File: config.mk
export PLATFORM = sky130hd
export DESIGN_NAME = trimmed_moving_average_filter_unit_flat
export DESIGN_NICKNAME = d
export VERILOG_FILES = /design/src/design/tmaf_pkg.sv /design/src/design/tmaf_stream_if.sv /design/src/design/tmaf_window.sv /design/src/design/tmaf_divider.sv /design/src/design/trimmed_moving_average_filter_unit.sv /design/src/flat_wrapper.sv
export SDC_FILE = /design/constraint.sdc
export NUM_CORES = 1
export LEC_CHECK = 0
export ABC_AREA = 0
export ABC_CLOCK_PERIOD_IN_PS = 4050
export BUFFER_PORTS_ARGS = -buffer_cell sky130_fd_sc_hd__buf_2
export CAP_MARGIN = 15
export CORE_ASPECT_RATIO = 2
export CORE_UTILIZATION = 55
export CTS_CLUSTER_DIAMETER = 50
export DETAILED_ROUTE_END_ITERATION = 8
export PLACE_DENSITY = 0.77
export SYNTH_ARGS = -nofsm -noshare
export SYNTH_HDL_FRONTEND = slang
export SYNTH_SLANG_ARGS = --single-unit
File: constraint.sdc
create_clock -name i_clk -period 4.05 [get_ports i_clk]
set_clock_uncertainty 0.1 [all_clocks]
set_input_delay 0.6075 -clock i_clk [delete_from_list [all_inputs] [get_ports i_clk]]
set_output_delay 0.6075 -clock i_clk [all_outputs]
set_load 0.05 [all_outputs]
File: src/design/tmaf_pkg.sv
// ----------------------------------------------------------------------------
// tmaf_pkg
// Shared constants and types of the trimmed moving-average filter.
// ----------------------------------------------------------------------------
package tmaf_pkg;

    localparam int WINDOW    = 10;                  // window length, 3..64
    localparam int SMP_W     = 16;                  // sample / result width
    localparam int AW        = $clog2(WINDOW);      // window memory address
    localparam int CW        = $clog2(WINDOW + 1);  // counts up to WINDOW
    localparam int SUM_W     = SMP_W + $clog2(WINDOW);
    localparam int DIVISOR   = WINDOW - 2;

    // Rounded-up reciprocal of DIVISOR; floor(n * RCP_M / 2^RCP_SH) equals
    // floor(n / DIVISOR) for every n below 2^SUM_W
    localparam int RCP_SH    = SUM_W + $clog2(DIVISOR);
    localparam int RCP_W     = SUM_W + 1;
    localparam longint RCP   = ((longint'(1) << RCP_SH) + longint'(DIVISOR) - 1)
                               / longint'(DIVISOR);
    localparam logic [RCP_W-1:0] RCP_M = RCP_W'(RCP);

    typedef logic signed [SMP_W-1:0] t_sample;
    typedef logic signed [SUM_W-1:0] t_sum;

    // Request from the sequencer to the window memory
    typedef struct packed {
        logic            wr_en;
        t_sample         wr_data;
        logic            rd_en;
        logic [AW-1:0]   rd_addr;
    } t_win_req;

    // Divider status
    typedef struct packed {
        logic busy;
        logic done;
    } t_div_stat;

endpackage

File: src/design/tmaf_stream_if.sv
// ----------------------------------------------------------------------------
// tmaf_sample_if / tmaf_result_if
// Valid/ready channels for input samples and filtered results.
// ----------------------------------------------------------------------------
interface tmaf_sample_if
    import tmaf_pkg::*;
();
    logic    valid;
    logic    ready;
    t_sample sample;

    modport source (output valid, output sample, input ready);
    modport sink   (input valid, input sample, output ready);
endinterface

interface tmaf_result_if
    import tmaf_pkg::*;
();
    logic    valid;
    logic    ready;
    t_sample filtered;

    modport source (output valid, output filtered, input ready);
    modport sink   (input valid, input filtered, output ready);
endinterface

File: src/design/tmaf_window.sv
// ----------------------------------------------------------------------------
// tmaf_window
// Circular sample memory of WINDOW entries with a registered read port.
// Entries not yet written since reset read as zero (tracked by a fill count).
// ----------------------------------------------------------------------------
module tmaf_window
    import tmaf_pkg::*;
(
    input  logic     i_clk,
    input  logic     i_rst_n,
    input  t_win_req i_req,
    output t_sample  o_rd_data
);

    t_sample       r_mem [WINDOW];
    logic [AW-1:0] r_wr_ptr;
    logic [CW-1:0] r_fill;
    t_sample       r_rd_data;

    always_ff @(posedge i_clk) begin
        if (!i_rst_n) begin
            r_wr_ptr <= '0;
            r_fill   <= '0;
        end else if (i_req.wr_en) begin
            r_wr_ptr <= (r_wr_ptr == AW'(WINDOW - 1)) ? '0 : r_wr_ptr + 1'b1;
            if (r_fill != CW'(WINDOW)) begin
                r_fill <= r_fill + 1'b1;
            end
        end
    end

    always_ff @(posedge i_clk) begin
        if (i_req.wr_en) begin
            r_mem[r_wr_ptr] <= i_req.wr_data;
        end
    end

    // writes fill entries in ascending order, so entry k is live once k < fill
    always_ff @(posedge i_clk) begin
        if (i_req.rd_en) begin
            r_rd_data <= (CW'(i_req.rd_addr) < r_fill) ? r_mem[i_req.rd_addr] : '0;
        end
    end

    assign o_rd_data = r_rd_data;

endmodule

File: src/design/tmaf_divider.sv
// ----------------------------------------------------------------------------
// tmaf_divider
// Signed division by WINDOW-2, truncating toward zero. The magnitude is
// multiplied by a rounded-up reciprocal; the dividend is registered on
// start, and the quotient is registered while busy, as done is raised.
// ----------------------------------------------------------------------------
module tmaf_divider
    import tmaf_pkg::*;
(
    input  logic      i_clk,
    input  logic      i_rst_n,
    input  logic      i_start,
    input  t_sum      i_dividend,
    output t_div_stat o_stat,
    output t_sample   o_quotient
);

    logic                     r_busy;
    logic                     r_done;
    logic                     r_neg;
    logic [SUM_W-1:0]         r_mag;
    logic [SMP_W-1:0]         r_quo;
    logic [SUM_W-1:0]         mag;
    logic [SUM_W+RCP_W-1:0]   prod;

    assign mag  = i_dividend[SUM_W-1] ? (~i_dividend) + SUM_W'(1) : i_dividend;
    assign prod = r_mag * RCP_M;

    always_ff @(posedge i_clk) begin
        if (!i_rst_n) begin
            r_busy <= 1'b0;
            r_done <= 1'b0;
        end else if (i_start) begin
            r_busy <= 1'b1;
            r_done <= 1'b0;
        end else if (r_busy) begin
            r_busy <= 1'b0;
            r_done <= 1'b1;
        end
    end

    always_ff @(posedge i_clk) begin
        if (i_start) begin
            r_neg <= i_dividend[SUM_W-1];
            r_mag <= mag;
        end else if (r_busy) begin
            // magnitude of the quotient always fits the sample width
            r_quo <= prod[RCP_SH +: SMP_W];
        end
    end

    assign o_quotient  = r_neg ? (~r_quo) + SMP_W'(1) : r_quo;
    assign o_stat.busy = r_busy;
    assign o_stat.done = r_done;

endmodule

File: src/design/trimmed_moving_average_filter_unit.sv
// ----------------------------------------------------------------------------
// trimmed_moving_average_filter_unit
// Moving average over the last WINDOW samples with the largest and the
// smallest sample rejected.
//
// Usage:
//   i_sample_ch carries one signed 16-bit sample per transfer; o_result_ch
//   returns one filtered value per sample, in order. Each result is the sum
//   of the window (new sample included) less its maximum and minimum,
//   divided by WINDOW-2 and truncated toward zero.
//   One sample is processed at a time: the window memory is read one entry
//   per cycle to build the sum, maximum and minimum, then a reciprocal
//   multiplication in the divider gives the quotient. The next sample is
//   taken in the cycle after a result is loaded.
//   The result sits in an output register; a new sample is accepted while
//   it waits, but the following result holds in the divider until the
//   receiver takes the pending one.
//   Reset: the window reads as all zeros and the zeros count in the first
//   results until real samples replace them. No clearing pass is needed.
// ----------------------------------------------------------------------------
module trimmed_moving_average_filter_unit
    import tmaf_pkg::*;
(
    input  logic                i_clk,
    input  logic                i_rst_n,
    tmaf_sample_if.sink         i_sample_ch,
    tmaf_result_if.source       o_result_ch
);

    localparam logic [1:0] ST_IDLE = 2'd0;
    localparam logic [1:0] ST_SCAN = 2'd1;
    localparam logic [1:0] ST_TRIM = 2'd2;
    localparam logic [1:0] ST_DIV  = 2'd3;

    logic [1:0]    r_state;
    logic [1:0]    n_state;
    logic [CW-1:0] r_rd_cnt;
    logic          r_acc_vld;
    logic          r_acc_first;
    logic          r_acc_last;
    t_sum          r_sum;
    t_sample       r_max;
    t_sample       r_min;
    logic          r_out_vld;
    t_sample       r_out_data;

    t_win_req      win_req;
    t_sample       rd_data;
    t_div_stat     div_stat;
    t_sample       div_quo;
    logic          in_xfer;
    logic          issue;
    logic          div_start;
    logic          out_free;
    logic          out_load;
    t_sum          trimmed;

    assign in_xfer   = i_sample_ch.valid && i_sample_ch.ready;
    assign issue     = (r_state == ST_SCAN) && (r_rd_cnt != CW'(WINDOW));
    assign div_start = (r_state == ST_TRIM);
    assign out_free  = !r_out_vld || o_result_ch.ready;
    assign out_load  = (r_state == ST_DIV) && div_stat.done && out_free;
    assign trimmed   = r_sum - SUM_W'(r_max) - SUM_W'(r_min);

    assign win_req.wr_en   = in_xfer;
    assign win_req.wr_data = i_sample_ch.sample;
    assign win_req.rd_en   = issue;
    assign win_req.rd_addr = r_rd_cnt[AW-1:0];

    tmaf_window u_window (
        .i_clk     (i_clk),
        .i_rst_n   (i_rst_n),
        .i_req     (win_req),
        .o_rd_data (rd_data)
    );

    tmaf_divider u_divider (
        .i_clk      (i_clk),
        .i_rst_n    (i_rst_n),
        .i_start    (div_start),
        .i_dividend (trimmed),
        .o_stat     (div_stat),
        .o_quotient (div_quo)
    );

    always_comb begin
        n_state = r_state;
        unique case (r_state)
            ST_IDLE: if (in_xfer)          n_state = ST_SCAN;
            ST_SCAN: if (r_acc_last)       n_state = ST_TRIM;
            ST_TRIM:                       n_state = ST_DIV;
            ST_DIV:  if (out_load)         n_state = ST_IDLE;
            default:                       n_state = ST_IDLE;
        endcase
    end

    always_ff @(posedge i_clk) begin
        if (!i_rst_n) begin
            r_state     <= ST_IDLE;
            r_rd_cnt    <= '0;
            r_acc_vld   <= 1'b0;
            r_acc_first <= 1'b0;
            r_acc_last  <= 1'b0;
            r_out_vld   <= 1'b0;
        end else begin
            r_state    <= n_state;
            r_acc_vld  <= issue;
            r_acc_last <= issue && (r_rd_cnt == CW'(WINDOW - 1));
            if (in_xfer) begin
                r_rd_cnt    <= '0;
                r_acc_first <= 1'b1;
            end else begin
                if (issue) begin
                    r_rd_cnt <= r_rd_cnt + 1'b1;
                end
                if (r_acc_vld) begin
                    r_acc_first <= 1'b0;
                end
            end
            if (out_load) begin
                r_out_vld <= 1'b1;
            end else if (o_result_ch.ready) begin
                r_out_vld <= 1'b0;
            end
        end
    end

    // read data arrives in the cycle after the read is issued
    always_ff @(posedge i_clk) begin
        if (r_acc_vld) begin
            if (r_acc_first) begin
                r_sum <= SUM_W'(rd_data);
                r_max <= rd_data;
                r_min <= rd_data;
            end else begin
                r_sum <= r_sum + SUM_W'(rd_data);
                if (rd_data > r_max) begin
                    r_max <= rd_data;
                end
                if (rd_data < r_min) begin
                    r_min <= rd_data;
                end
            end
        end
    end

    always_ff @(posedge i_clk) begin
        if (out_load) begin
            r_out_data <= div_quo;
        end
    end

    assign i_sample_ch.ready    = (r_state == ST_IDLE);
    assign o_result_ch.valid    = r_out_vld;
    assign o_result_ch.filtered = r_out_data;

endmodule
File: src/flat_wrapper.sv
// flat-port wrapper written by rule: the top's interface ports become plain ports
module trimmed_moving_average_filter_unit_flat import tmaf_pkg::*;
  (i_clk, i_rst_n, i_sample_ch_valid, i_sample_ch_sample, i_sample_ch_ready, o_result_ch_valid, o_result_ch_filtered, o_result_ch_ready);
  tmaf_sample_if i_sample_ch_i ();
  tmaf_result_if o_result_ch_i ();
  input  logic i_clk;
  input  logic i_rst_n;
  input wire logic [$bits(i_sample_ch_i.valid)-1:0] i_sample_ch_valid;
  input wire logic [$bits(i_sample_ch_i.sample)-1:0] i_sample_ch_sample;
  output wire logic [$bits(i_sample_ch_i.ready)-1:0] i_sample_ch_ready;
  output wire logic [$bits(o_result_ch_i.valid)-1:0] o_result_ch_valid;
  output wire logic [$bits(o_result_ch_i.filtered)-1:0] o_result_ch_filtered;
  input wire logic [$bits(o_result_ch_i.ready)-1:0] o_result_ch_ready;
  assign i_sample_ch_i.valid = i_sample_ch_valid;
  assign i_sample_ch_i.sample = i_sample_ch_sample;
  assign i_sample_ch_ready = i_sample_ch_i.ready;
  assign o_result_ch_valid = o_result_ch_i.valid;
  assign o_result_ch_filtered = o_result_ch_i.filtered;
  assign o_result_ch_i.ready = o_result_ch_ready;
  trimmed_moving_average_filter_unit u_core (.i_clk(i_clk), .i_rst_n(i_rst_n), .i_sample_ch(i_sample_ch_i), .o_result_ch(o_result_ch_i));
endmodule
# After elaboration in Yosys (flattened, before gate mapping)
# Memories as Yosys holds them, arrays and structs flattened. A register that Yosys moved wholly into a read port is not among the register bits.
# Cells that the tools add are included.
[word_totals] mem_bits_rw=160 memories=1 reg_bits=124 in_bits=20 wordCells=82
[classes] add_sub_neg=8 n_bitwise=4 eq_ne=10 n_lt_le_gt_ge=3 n_reduce_logical=20 n_mux=19
[mem_list] memory="u_core.u_window.r_mem" words=10 word_bits=16 read_ports=1 rd_ports_with_merged_regs=1 wr=1 line="tmaf_window.sv:15" text="t_sample r_mem [WINDOW];"
[op_table] cell="$mux W16" n=5
[op_table] cell="$sub A20 B16 Y20" n=2
[op_table] cell="$add A20 B16 Y20" n=1
[op_table] cell="$mux W20" n=1
[op_table] cell="$add A19 B2 Y19 const B" n=1
[op_table] cell="$mux W19" n=1
[op_table] cell="$not A19 Y19" n=1
[op_table] cell="$add A16 B1 Y16 const B" n=1
[op_table] cell="$gt A16 B16 Y1" n=1
[op_table] cell="$lt A16 B16 Y1" n=1
[op_table] cell="$not A16 Y16" n=1
[op_table] cell="$add A4 B1 Y4 const B" n=3
[op_table] cell="$eq A4 B4 Y1 const B" n=2
[op_table] cell="$ne A4 B4 Y1 const B" n=2
[op_table] cell="$pmux W2 S4" n=1
[op_table] cell="$reduce_and A2 Y1" n=4
[op_table] cell="$reduce_bool A2 Y1" n=4
[op_table] cell="$mux W1" n=7
[op_table] cell="$mux W2" n=3
[op_table] cell="$logic_and A1 B1 Y1" n=5
[op_table] cell="$eq A2 B2 Y1 const B" n=2
[op_table] cell="$lt A4 B4 Y1" n=1
[op_table] cell="$mux W4" n=1
[op_table] cell="$ne A2 B1 Y1 const B" n=2
[op_table] cell="other kinds (8)" n=11

# Depth between registers and ports, before layout
# Gate-level depths: netlist of run 1.
[logic_depth] word_depth=5 depth_mapped=14

# Hierarchy
# Synthesis of run 1 repeated with hierarchy kept, for this count alone.
[unflattened] hier_cells=1074 area_unflattened_um2=14959.3
[by_module_without_submodules] module="tmaf_window" area_per_inst_um2=7156.9 n_inst=1 cells_each=358
[by_module_without_submodules] module="trimmed_moving_average_filter_unit" area_per_inst_um2=6129.6 n_inst=1 cells_each=591
[by_module_without_submodules] module="tmaf_divider" area_per_inst_um2=1672.9 n_inst=1 cells_each=125

# Worst setup path before layout of run 1
# OpenSTA, ideal clock, no wires.
[synth_timing] path_type="reg2reg" startpoint="register u_core.r_max[2]" endpoint="register u_core.u_divider.r_mag[17] (data pin)" path_slack_ps=111 path_buffers=0 t_arrival_ps=3577 t_required_ps=3688 stages_incl_launch_ff=13 setup_time_ps=262 path_cell_list="edfxtp_1 -> inv_1 -> fa_1 -> ha_1 -> nor2b_4 -> o21a_1 -> or3_1 -> a2111o_1 -> nor4_4 -> nand4b_2 -> or4b_4 -> o31ai_1 -> xnor2_1"
[synth_between] elab_chain_len=5
[synth_rtl] element="start, declared" line="trimmed_moving_average_filter_unit.sv:42" text="t_sample r_max;"
[synth_rtl] element="start signal, assigned" line="trimmed_moving_average_filter_unit.sv:133" text="r_max <= rd_data;"
[synth_rtl] element="start signal, assigned" line="trimmed_moving_average_filter_unit.sv:138" text="r_max <= rd_data;"
[synth_rtl] element="$sub A20 B16 Y20 * (2 in a row)" line="trimmed_moving_average_filter_unit.sv:63" text="assign trimmed = r_sum - SUM_W'(r_max) - SUM_W'(r_min);"
[synth_rtl] element="$not A19 Y19" line="tmaf_divider.sv:26" text="assign mag = i_dividend[SUM_W-1] ? (~i_dividend) + SUM_W'(1) : i_dividend;"
[synth_rtl] element="$add A19 B2 Y19" line="tmaf_divider.sv:26"
[synth_rtl] element="$mux W19 *" line="tmaf_divider.sv:26"
[synth_rtl] element="net u_core.u_divider.mag[17]" line="tmaf_divider.sv:23" text="logic [SUM_W-1:0] mag;"
[synth_rtl] element="end signal, assigned" line="tmaf_divider.sv:45" text="r_mag <= mag;"
[synth_rtl] element="end, declared" line="tmaf_divider.sv:21" text="logic [SUM_W-1:0] r_mag;"
# Mark *: on every way through the listed nets, which the timed path passes. The rest lies on a longest branch.
# A chain may end at the register's enable or synchronous reset.

# Worst setup path in the final report of run 1
[layout_timing] startpoint="register u_core.r_sum[2]" endpoint="register u_core.u_divider.r_mag[18] (data pin)"
[layout_between] elab_chain_len=5
[layout_rtl] element="start, declared" line="trimmed_moving_average_filter_unit.sv:41" text="t_sum r_sum;"
[layout_rtl] element="start signal, assigned" line="trimmed_moving_average_filter_unit.sv:132" text="r_sum <= SUM_W'(rd_data);"
[layout_rtl] element="start signal, assigned" line="trimmed_moving_average_filter_unit.sv:136" text="r_sum <= r_sum + SUM_W'(rd_data);"
[layout_rtl] element="$sub A20 B16 Y20 * (2 in a row)" line="trimmed_moving_average_filter_unit.sv:63"
[layout_rtl] element="$not A19 Y19" line="tmaf_divider.sv:26"
[layout_rtl] element="$add A19 B2 Y19" line="tmaf_divider.sv:26"
[layout_rtl] element="$mux W19 *" line="tmaf_divider.sv:26"
[layout_rtl] element="net u_core.u_divider.mag[18]" line="tmaf_divider.sv:23"
# Marks and branches as above.

==> results of run 1 <==
==> power by group through the flow <==
stage / logic [uW] / clock network [uW] / registers, uW
6_report: 5420 / 2510 / 4550
5_1_grt: 5970 / 2650 / 4600
4_1_cts: 5300 / 2550 / 4550
3_5_place_dp: 5220 / 0 / 4610
3_3_place_gp: 5040 / 0 / 4580
2_1_floorplan: 3960 / 0 / 4460
==> worst paths after layout <==
kind,start,cells after the start,endpoint
setup / recovery,u_core.r_sum[2]$_DFFE_PP_,11,u_core.u_divider.r_mag[18]$_DFFE_PP_
hold / removal,o_result_ch_ready,3,u_core.o_result_ch.valid$_SDFFE_PN0P_
setup reg to reg,u_core.r_sum[2]$_DFFE_PP_,11,u_core.u_divider.r_mag[18]$_DFFE_PP_
hold reg to reg,u_core.u_divider.r_mag[15]$_DFFE_PP_,0,u_core.u_divider.r_quo[12]$_DFFE_PP_
==> worst max-delay path: cells and delay by family (launching register included) <==
family / cells / cell delay (ps)
flops: 1 / 420
fa+ha+maj: 2 / 760
compound gates: 3 / 900
simple gates: 5 / 1490
xor+xnor: 1 / 100
==> cell families after synthesis <==
family	Yosys count	synth area share (%)
AOI/OAI and AO/OA	202	9.34
buffers and inverters	93	2.40
xor gates and xnor gates	67	4.03
and+or+nand+nor	219	7.87
muxes	52	6.35
DFF	297	59.9
adders and majority gates	105	10.1
==> through the flow <==
stage	TNS [ps]	area (um^2)	hold WS [ps]	power (uW)
final	0	16300	238	12500
after global routing	-246	16300	252	13200
after CTS	0	16200	226	12400
after detailed placement	-186	15300	306	9830
after global placement	0	15300	301	9620
after floorplan	0	14500	300	8410
==> state kept, by name (all words and copies together) (netlist names), 2 cells and up <==
register                     flops
u_core.o_result_ch.filtered     16
u_core.r_max                    16
u_core.r_min                    16
u_core.r_rd_cnt                  4
u_core.r_state                   2
u_core.r_sum                    20
u_core.u_divider.r_mag          16
u_core.u_divider.r_quo          16
u_core.u_window.o_rd_data       16
u_core.u_window.r_fill           4
u_core.u_window.r_mem          160
u_core.u_window.r_wr_ptr         4
==> layout make-up <==
| class | instances | area share, % |
|---|---|---|
| Antenna cell | 1 | 0.0153 |
| Clock buffer | 28 | 4.17 |
| Clock inverter | 20 | 1.21 |
| Inverter | 63 | 1.45 |
| Multi-Input combinational cell | 645 | 34.2 |
| Sequential cell | 297 | 53.5 |
| Tap cell | 340 | 2.61 |
| Timing Repair Buffer | 75 | 2.88 |
==> per-layer routing <==
layer | share of wire [%] | GRT usage (%)
met5 | 0 | 0
met4 | 5.6 | 13.2
met3 | 3.3 | 2.66
met2 | 59 | 45.2
met1 | 32 | 20.6
==> cell usage after synthesis (2+ instances only) <==
| cell type | number |
|---|---|
| xnor2_1 | 37 |
| o221ai_1 | 2 |
| a31oi_1 | 5 |
| o21a_1 | 17 |
| and2_1 | 24 |
| o31ai_1 | 9 |
| nor3_1 | 11 |
| a2111oi_0 | 3 |
| a211oi_1 | 37 |
| nand3_1 | 10 |
| o211ai_1 | 6 |
| mux4_2 | 32 |
| a2111o_1 | 2 |
| o41ai_1 | 4 |
| buf_1 | 6 |
| edfxtp_1 | 277 |
| a211o_1 | 4 |
| xor2_1 | 30 |
| mux2_2 | 2 |
| mux2i_1 | 18 |
| nor3b_1 | 6 |
| clkbuf_1 | 24 |
| nand4_1 | 11 |
| nor4b_1 | 3 |
| o21bai_1 | 2 |
| and3_1 | 4 |
| dfxtp_1 | 20 |
| nand2b_1 | 12 |
| fa_1 | 20 |
| inv_1 | 62 |
| o2111ai_1 | 3 |
| or4_1 | 2 |
| or3_1 | 10 |
| nor2_1 | 43 |
| a21o_1 | 8 |
| nor2b_1 | 14 |
| ha_1 | 85 |
| o21ai_0 | 43 |
| nand2_1 | 61 |
| a21oi_1 | 38 |
| a21boi_0 | 8 |
==> cells in the final DEF, fill, tap and decap left out, types with 17 or more instances in the layout <==
cell type,instances
inv_1,60
nor2_1,42
dfxtp_1,19
o21a_1,17
o21ai_0,43
and2_1,24
mux2i_1,18
buf_4,38
a211oi_1,37
fa_1,20
xor2_1,30
ha_1,84
nand2_1,61
buf_2,37
a21oi_1,37
mux4_2,32
clkbuf_16,27
xnor2_1,37
edfxtp_1,277
==> what timing repair did <==
item	in CTS	in global routing
pin swaps	1	7
gates resized for setup	3	9
setup buffers	0	1
hold buffers	0	0
endpoints found under the setup margin	3	4
==> metrics, run 1 <==
Max Slew Vio Count 0; Worst slew margin a little over a third; Crit path largest cell delay roughly 610 ps; RSZ-0062 raised after global routing yes; port bufs 37; Max clock buf depth 3; placed cells ~1400; Multi-input gate area between 5000 and 6000 um^2; Tcrit/Tclk final between 90% and 100%; Gate power share between 40% and 50%; net switching power 4480 uW; Reg clk slew, reported paths 70 ps; clock share of power between 20% and 30%; Syn Area/Cell around 14 um^2; CP Cell Sequence fa_1 > ha_4 > nor2b_4 > o21a_1 > or3_4 > a2111o_1 > nor4_4 > nand4b_4 > or4b_4 > o41ai_2 > xnor2_1; root buffer cell clkbuf_16; Critical Path RT between 4000 and 5000 ps; die area 27100 um^2; I/O pin count 38; share of layout cells above drive strength 1 approximately 15%; Die Ht about 230 um; core footprint 25900 um^2; status complete, no violations; Post-Route Utilization a little over three fifths; synth top area cells edfxtp_1 (57%), ha_1 (7.3%), mux4_2 (5.0%), dfxtp_1 (2.8%), fa_1 (2.8%); Clock Latency Late Sink 550 ps; drt wl/cell about 20 um; YS warnings 0; hold crit path type in -> reg; TritonCTS clock tree built; Worst-Margin Slew slightly below 1000 ps; pin count of the biggest net entering global routing 36; max cap viols 0; Post-synth EDFFs ~280; vias per cell about 6; H-tree levels 1; min Tclk post-route 4000 ps; internal power roughly 8000 uW; drt pass-1 iters 5; r2r setup slk 50 ps; Rows slightly above 80; crit end category flop; worst slack, placed -89.7 ps; maximum VDD drop between 400 and 500 uV; Post-Route WL around 29 mm; crit path max-delay cell type or4b_4; FF+latch count, synth about 300; PwrDens ~770 nW/um^2; Final nets roughly 1200; DRC Markers 0; die width roughly 120 um; Unique masters post-synth 61; clock sink total around 300; Worst setup SP type flop; ys async rst share 0%; final setup violating endpoints 0; Filler Cell Count around 1900; Yosys top cell by area edfxtp_1; via count around 8600; switching power share of the total ~36%; Iter 0 DRT Violations roughly 420; Max FO, Critical Path 4; Synthesized Nets 1160; first-pass GRT wire length around 46 mm; cts bufs inserted 26; Hold Vio Cnt, Final 0; FF/Latch Area ~8700 um^2; antenna violation net count after detailed routing 0; leakage roughly 0.0058 uW; Total GRT Usage about 23%; max frequency approximately 0.25 GHz; post-route insts no fill about 1500; Mapped Area between 10000 and 15000 um^2; DPL Wire Length 20.4 mm; Mapped Cells just over 1000; initial core utilization around 56%; Arr. time, crit path 4200 ps; Layout area overhead 12.1%; Reg power frac about 37%; Remaining Overflow, GRT 0; Placer Congestion slightly above 0.8; sequential fraction of the synthesis area roughly three fifths; initial antenna violation count 1; Most used DFF post-synth edfxtp_1; vias in the first global route a little over 9000; Setup CP Type reg -> reg; final worst slack around 51 ps; area fraction of the dominant cell type after synthesis between 50% and 60%
Power figures use the tool's default switching activity.
==> run 2, diff against run 1 <==
Settings changed: BUFFER_PORTS_ARGS -buffer_cell sky130_fd_sc_hd__buf_2 to -buffer_cell sky130_fd_sc_hd__buf_4, CTS_CLUSTER_SIZE from default to 24.
==> metrics, run 2 (synthesized netlist as in run 1, its figures left out) <==
DRC Markers 0 (unchanged); Critical Path RT 4200 ps (-50 ps); Iter 0 DRT Violations 460 (+10%); antenna violation net count after detailed routing 0 (unchanged); core footprint 25900 um^2 (unchanged); via count 8598 (+0.23%); Remaining Overflow, GRT 0 (unchanged); initial antenna violation count 0 (-1); die area 27100 um^2 (unchanged); Arr. time, crit path 4140 ps (-60 ps); RSZ-0062 raised after global routing yes; port bufs 37 (unchanged); Clock Latency Late Sink 520 ps (-30 ps); net switching power 4370 uW (-2.4%); Layout area overhead 10.7%; Tcrit/Tclk final 98.6% (-0.12 points); pin count of the biggest net entering global routing 36 (unchanged); die width 117 um (unchanged); Placer Congestion 0.843 (+2.3%); most frequent cells in the layout edfxtp_1 (277), ha_1 (84), buf_4 (76); PwrDens 740 nW/um^2 (-3.3%); Post-Route Utilization 62.3% (-0.79 points); Die Ht 232 um (unchanged); Total GRT Usage 22.4% (-0.16 points); drt wl/cell 19.8 um (+1.0%); Largest regs u_core.u_window.r_mem (160), u_core.r_sum (20); TritonCTS clock tree built; root buffer cell clkbuf_16; Max Slew Vio Count 0 (unchanged); initial core utilization 56.2% (unchanged); switching power share of the total 36.7% (+0.80 points); vias per cell 5.94 (+1.7%); Max clock buf depth 3 (unchanged); worst hold slack 229 ps (-8.46 ps); leakage 0.00570 uW (-1.7%); worst slack, placed -0.0189 ps (+89.7 ps); max frequency 0.250 GHz (+0.13%); DPL Wire Length 20.5 mm (+0.47%); Rows 83 (unchanged); maximum VDD drop 498 uV (+12%); Worst slew margin 34.7% (-0.70 points); Final nets 1227 (-0.49%); Setup crit start u_core.r_max[5]$_DFFE_PP_; min Tclk post-route 3990 ps (-5.00 ps); Reg clk slew, reported paths 90 ps (+20 ps); Largest register FFs 160 (unchanged); clock sink total 297 (unchanged); HP Start i_sample_ch_sample[0]; Setup TNS 0 ps (unchanged); final setup violating endpoints 0 (unchanged); n_diodes 0 (-1); first-pass GRT wire length 45.3 mm (-0.61%); met1 usage 20.5% (-0.043 points); Setup CP Type reg -> reg; share of layout cells above drive strength 1 14.3% (-1.1 points); final worst slack 55.6 ps (+5.00 ps); Max FO, Critical Path 7 (+3); Top reg by flops u_core.u_window.r_mem; crit end category flop; GR Layer Usage met3 2.53% (-0.13 points); status complete, no violations; clock share of power 16.2% (-3.9 points); cts bufs inserted 18 (-31%); drt pass-1 iters 4 (-1); commonest non-fill, non-tap cell in the layout edfxtp_1; Worst setup SP type flop; Post-Route WL 28.6 mm (-0.43%); H-tree levels 1 (unchanged); Hold Vio Cnt, Final 0 (unchanged); Worst-Margin Slew 976 ps (+7.28 ps); Gate power share 45.6% (+2.2 points); vias in the first global route 9098 (-0.77%); Critical R2R Launch u_core.r_max[5]$_DFFE_PP_; hold crit path type in -> reg; max cap viols 0 (unchanged); Reg power frac 38.2% (+1.7 points); internal power 7540 uW (-5.7%); Hold Buf Count CTS 0 (unchanged); I/O pin count 38 (unchanged); met2 Resource Use GR 45.0% (-0.15 points); GR peak layer met2
==> run 2: changes by cell type in the layout (fill, tap and decap cells not counted), moves of 2 or more <==
cell	previous run	this run
clkinv_1	7	2
clkinvlp_4	3	0
buf_4	38	76
inv_12	0	3
bufinv_16	3	1
buf_2	37	0
clkbuf_16	27	19
clkinv_2	4	0
==> run 2: power groups by stage <==
stage | Sequential, uW | Combinational [uW] | Clock (uW)
6_report | 4550 | 5430 | 1930
5_1_grt | 4610 | 6000 | 2080
4_1_cts | 4550 | 5350 | 1980
3_5_place_dp | 4620 | 5300 | 0
3_3_place_gp | 4590 | 5090 | 0
2_1_floorplan | 4460 | 3960 | 0
==> run 2: layout make-up <==
type                       instances  area, um^2
clock inverter                     7         100
clock buffer                      19         475
sequential                       297        8720
tap                              340         425
fill                            1912        9750
timing repair buffer              77         591
multi-input combinational        645        5560
inverter                          63         236
==> run 2: critical path, cell delays in order (launching register included) <==
cell      delay (ps)
edfxtp_1         390
inv_1            110
fa_1             440
ha_1             340
buf_4            160
nand2_1           50
o21ai_0          310
nor2_1           170
o221ai_1         300
nand3b_1         190
a31oi_1          210
xor2_1           360
clkinv_1         150
buf_4            190
o21a_1           110
xor2_1           150
==> run 2: final timing paths <==
path / depth (start not counted) / slack (ps) / end
max: 15 / 60 / u_core.u_divider.r_mag[16]$_DFFE_PP_
min: 1 / 230 / u_core.u_window.r_mem[2][0]$_DFFE_PP_
max reg2reg: 15 / 60 / u_core.u_divider.r_mag[16]$_DFFE_PP_
min reg2reg: 0 / 320 / u_core.u_divider.r_quo[2]$_DFFE_PP_
==> run 2: metal layers <==
metal / routed length (um) / up-vias
met4: 1460 / 0
met5: 0 / -
met3: 844 / 85
met1: 9360 / 4291
li1: - / 4042
met2: 16900 / 180
==> run 2: metrics by stage <==
stage | area, um^2 | power [uW] | cells
2_1_floorplan | 14500 | 8410 | 1035
3_5_place_dp | 15500 | 9910 | 1420
5_1_grt | 16100 | 12700 | 1448
6_report | 16100 | 11900 | 1448
3_3_place_gp | 15500 | 9680 | 1420
4_1_cts | 16100 | 11900 | 1446
==> run 2: what timing repair did <==
action | in CTS | in global routing
buffers inserted | 0 | 2
resized for setup | 2 | 7
setup endpoints to repair | 3 | 3
endpoints found under the hold margin | 0 | 0
pin swaps | 1 | 3
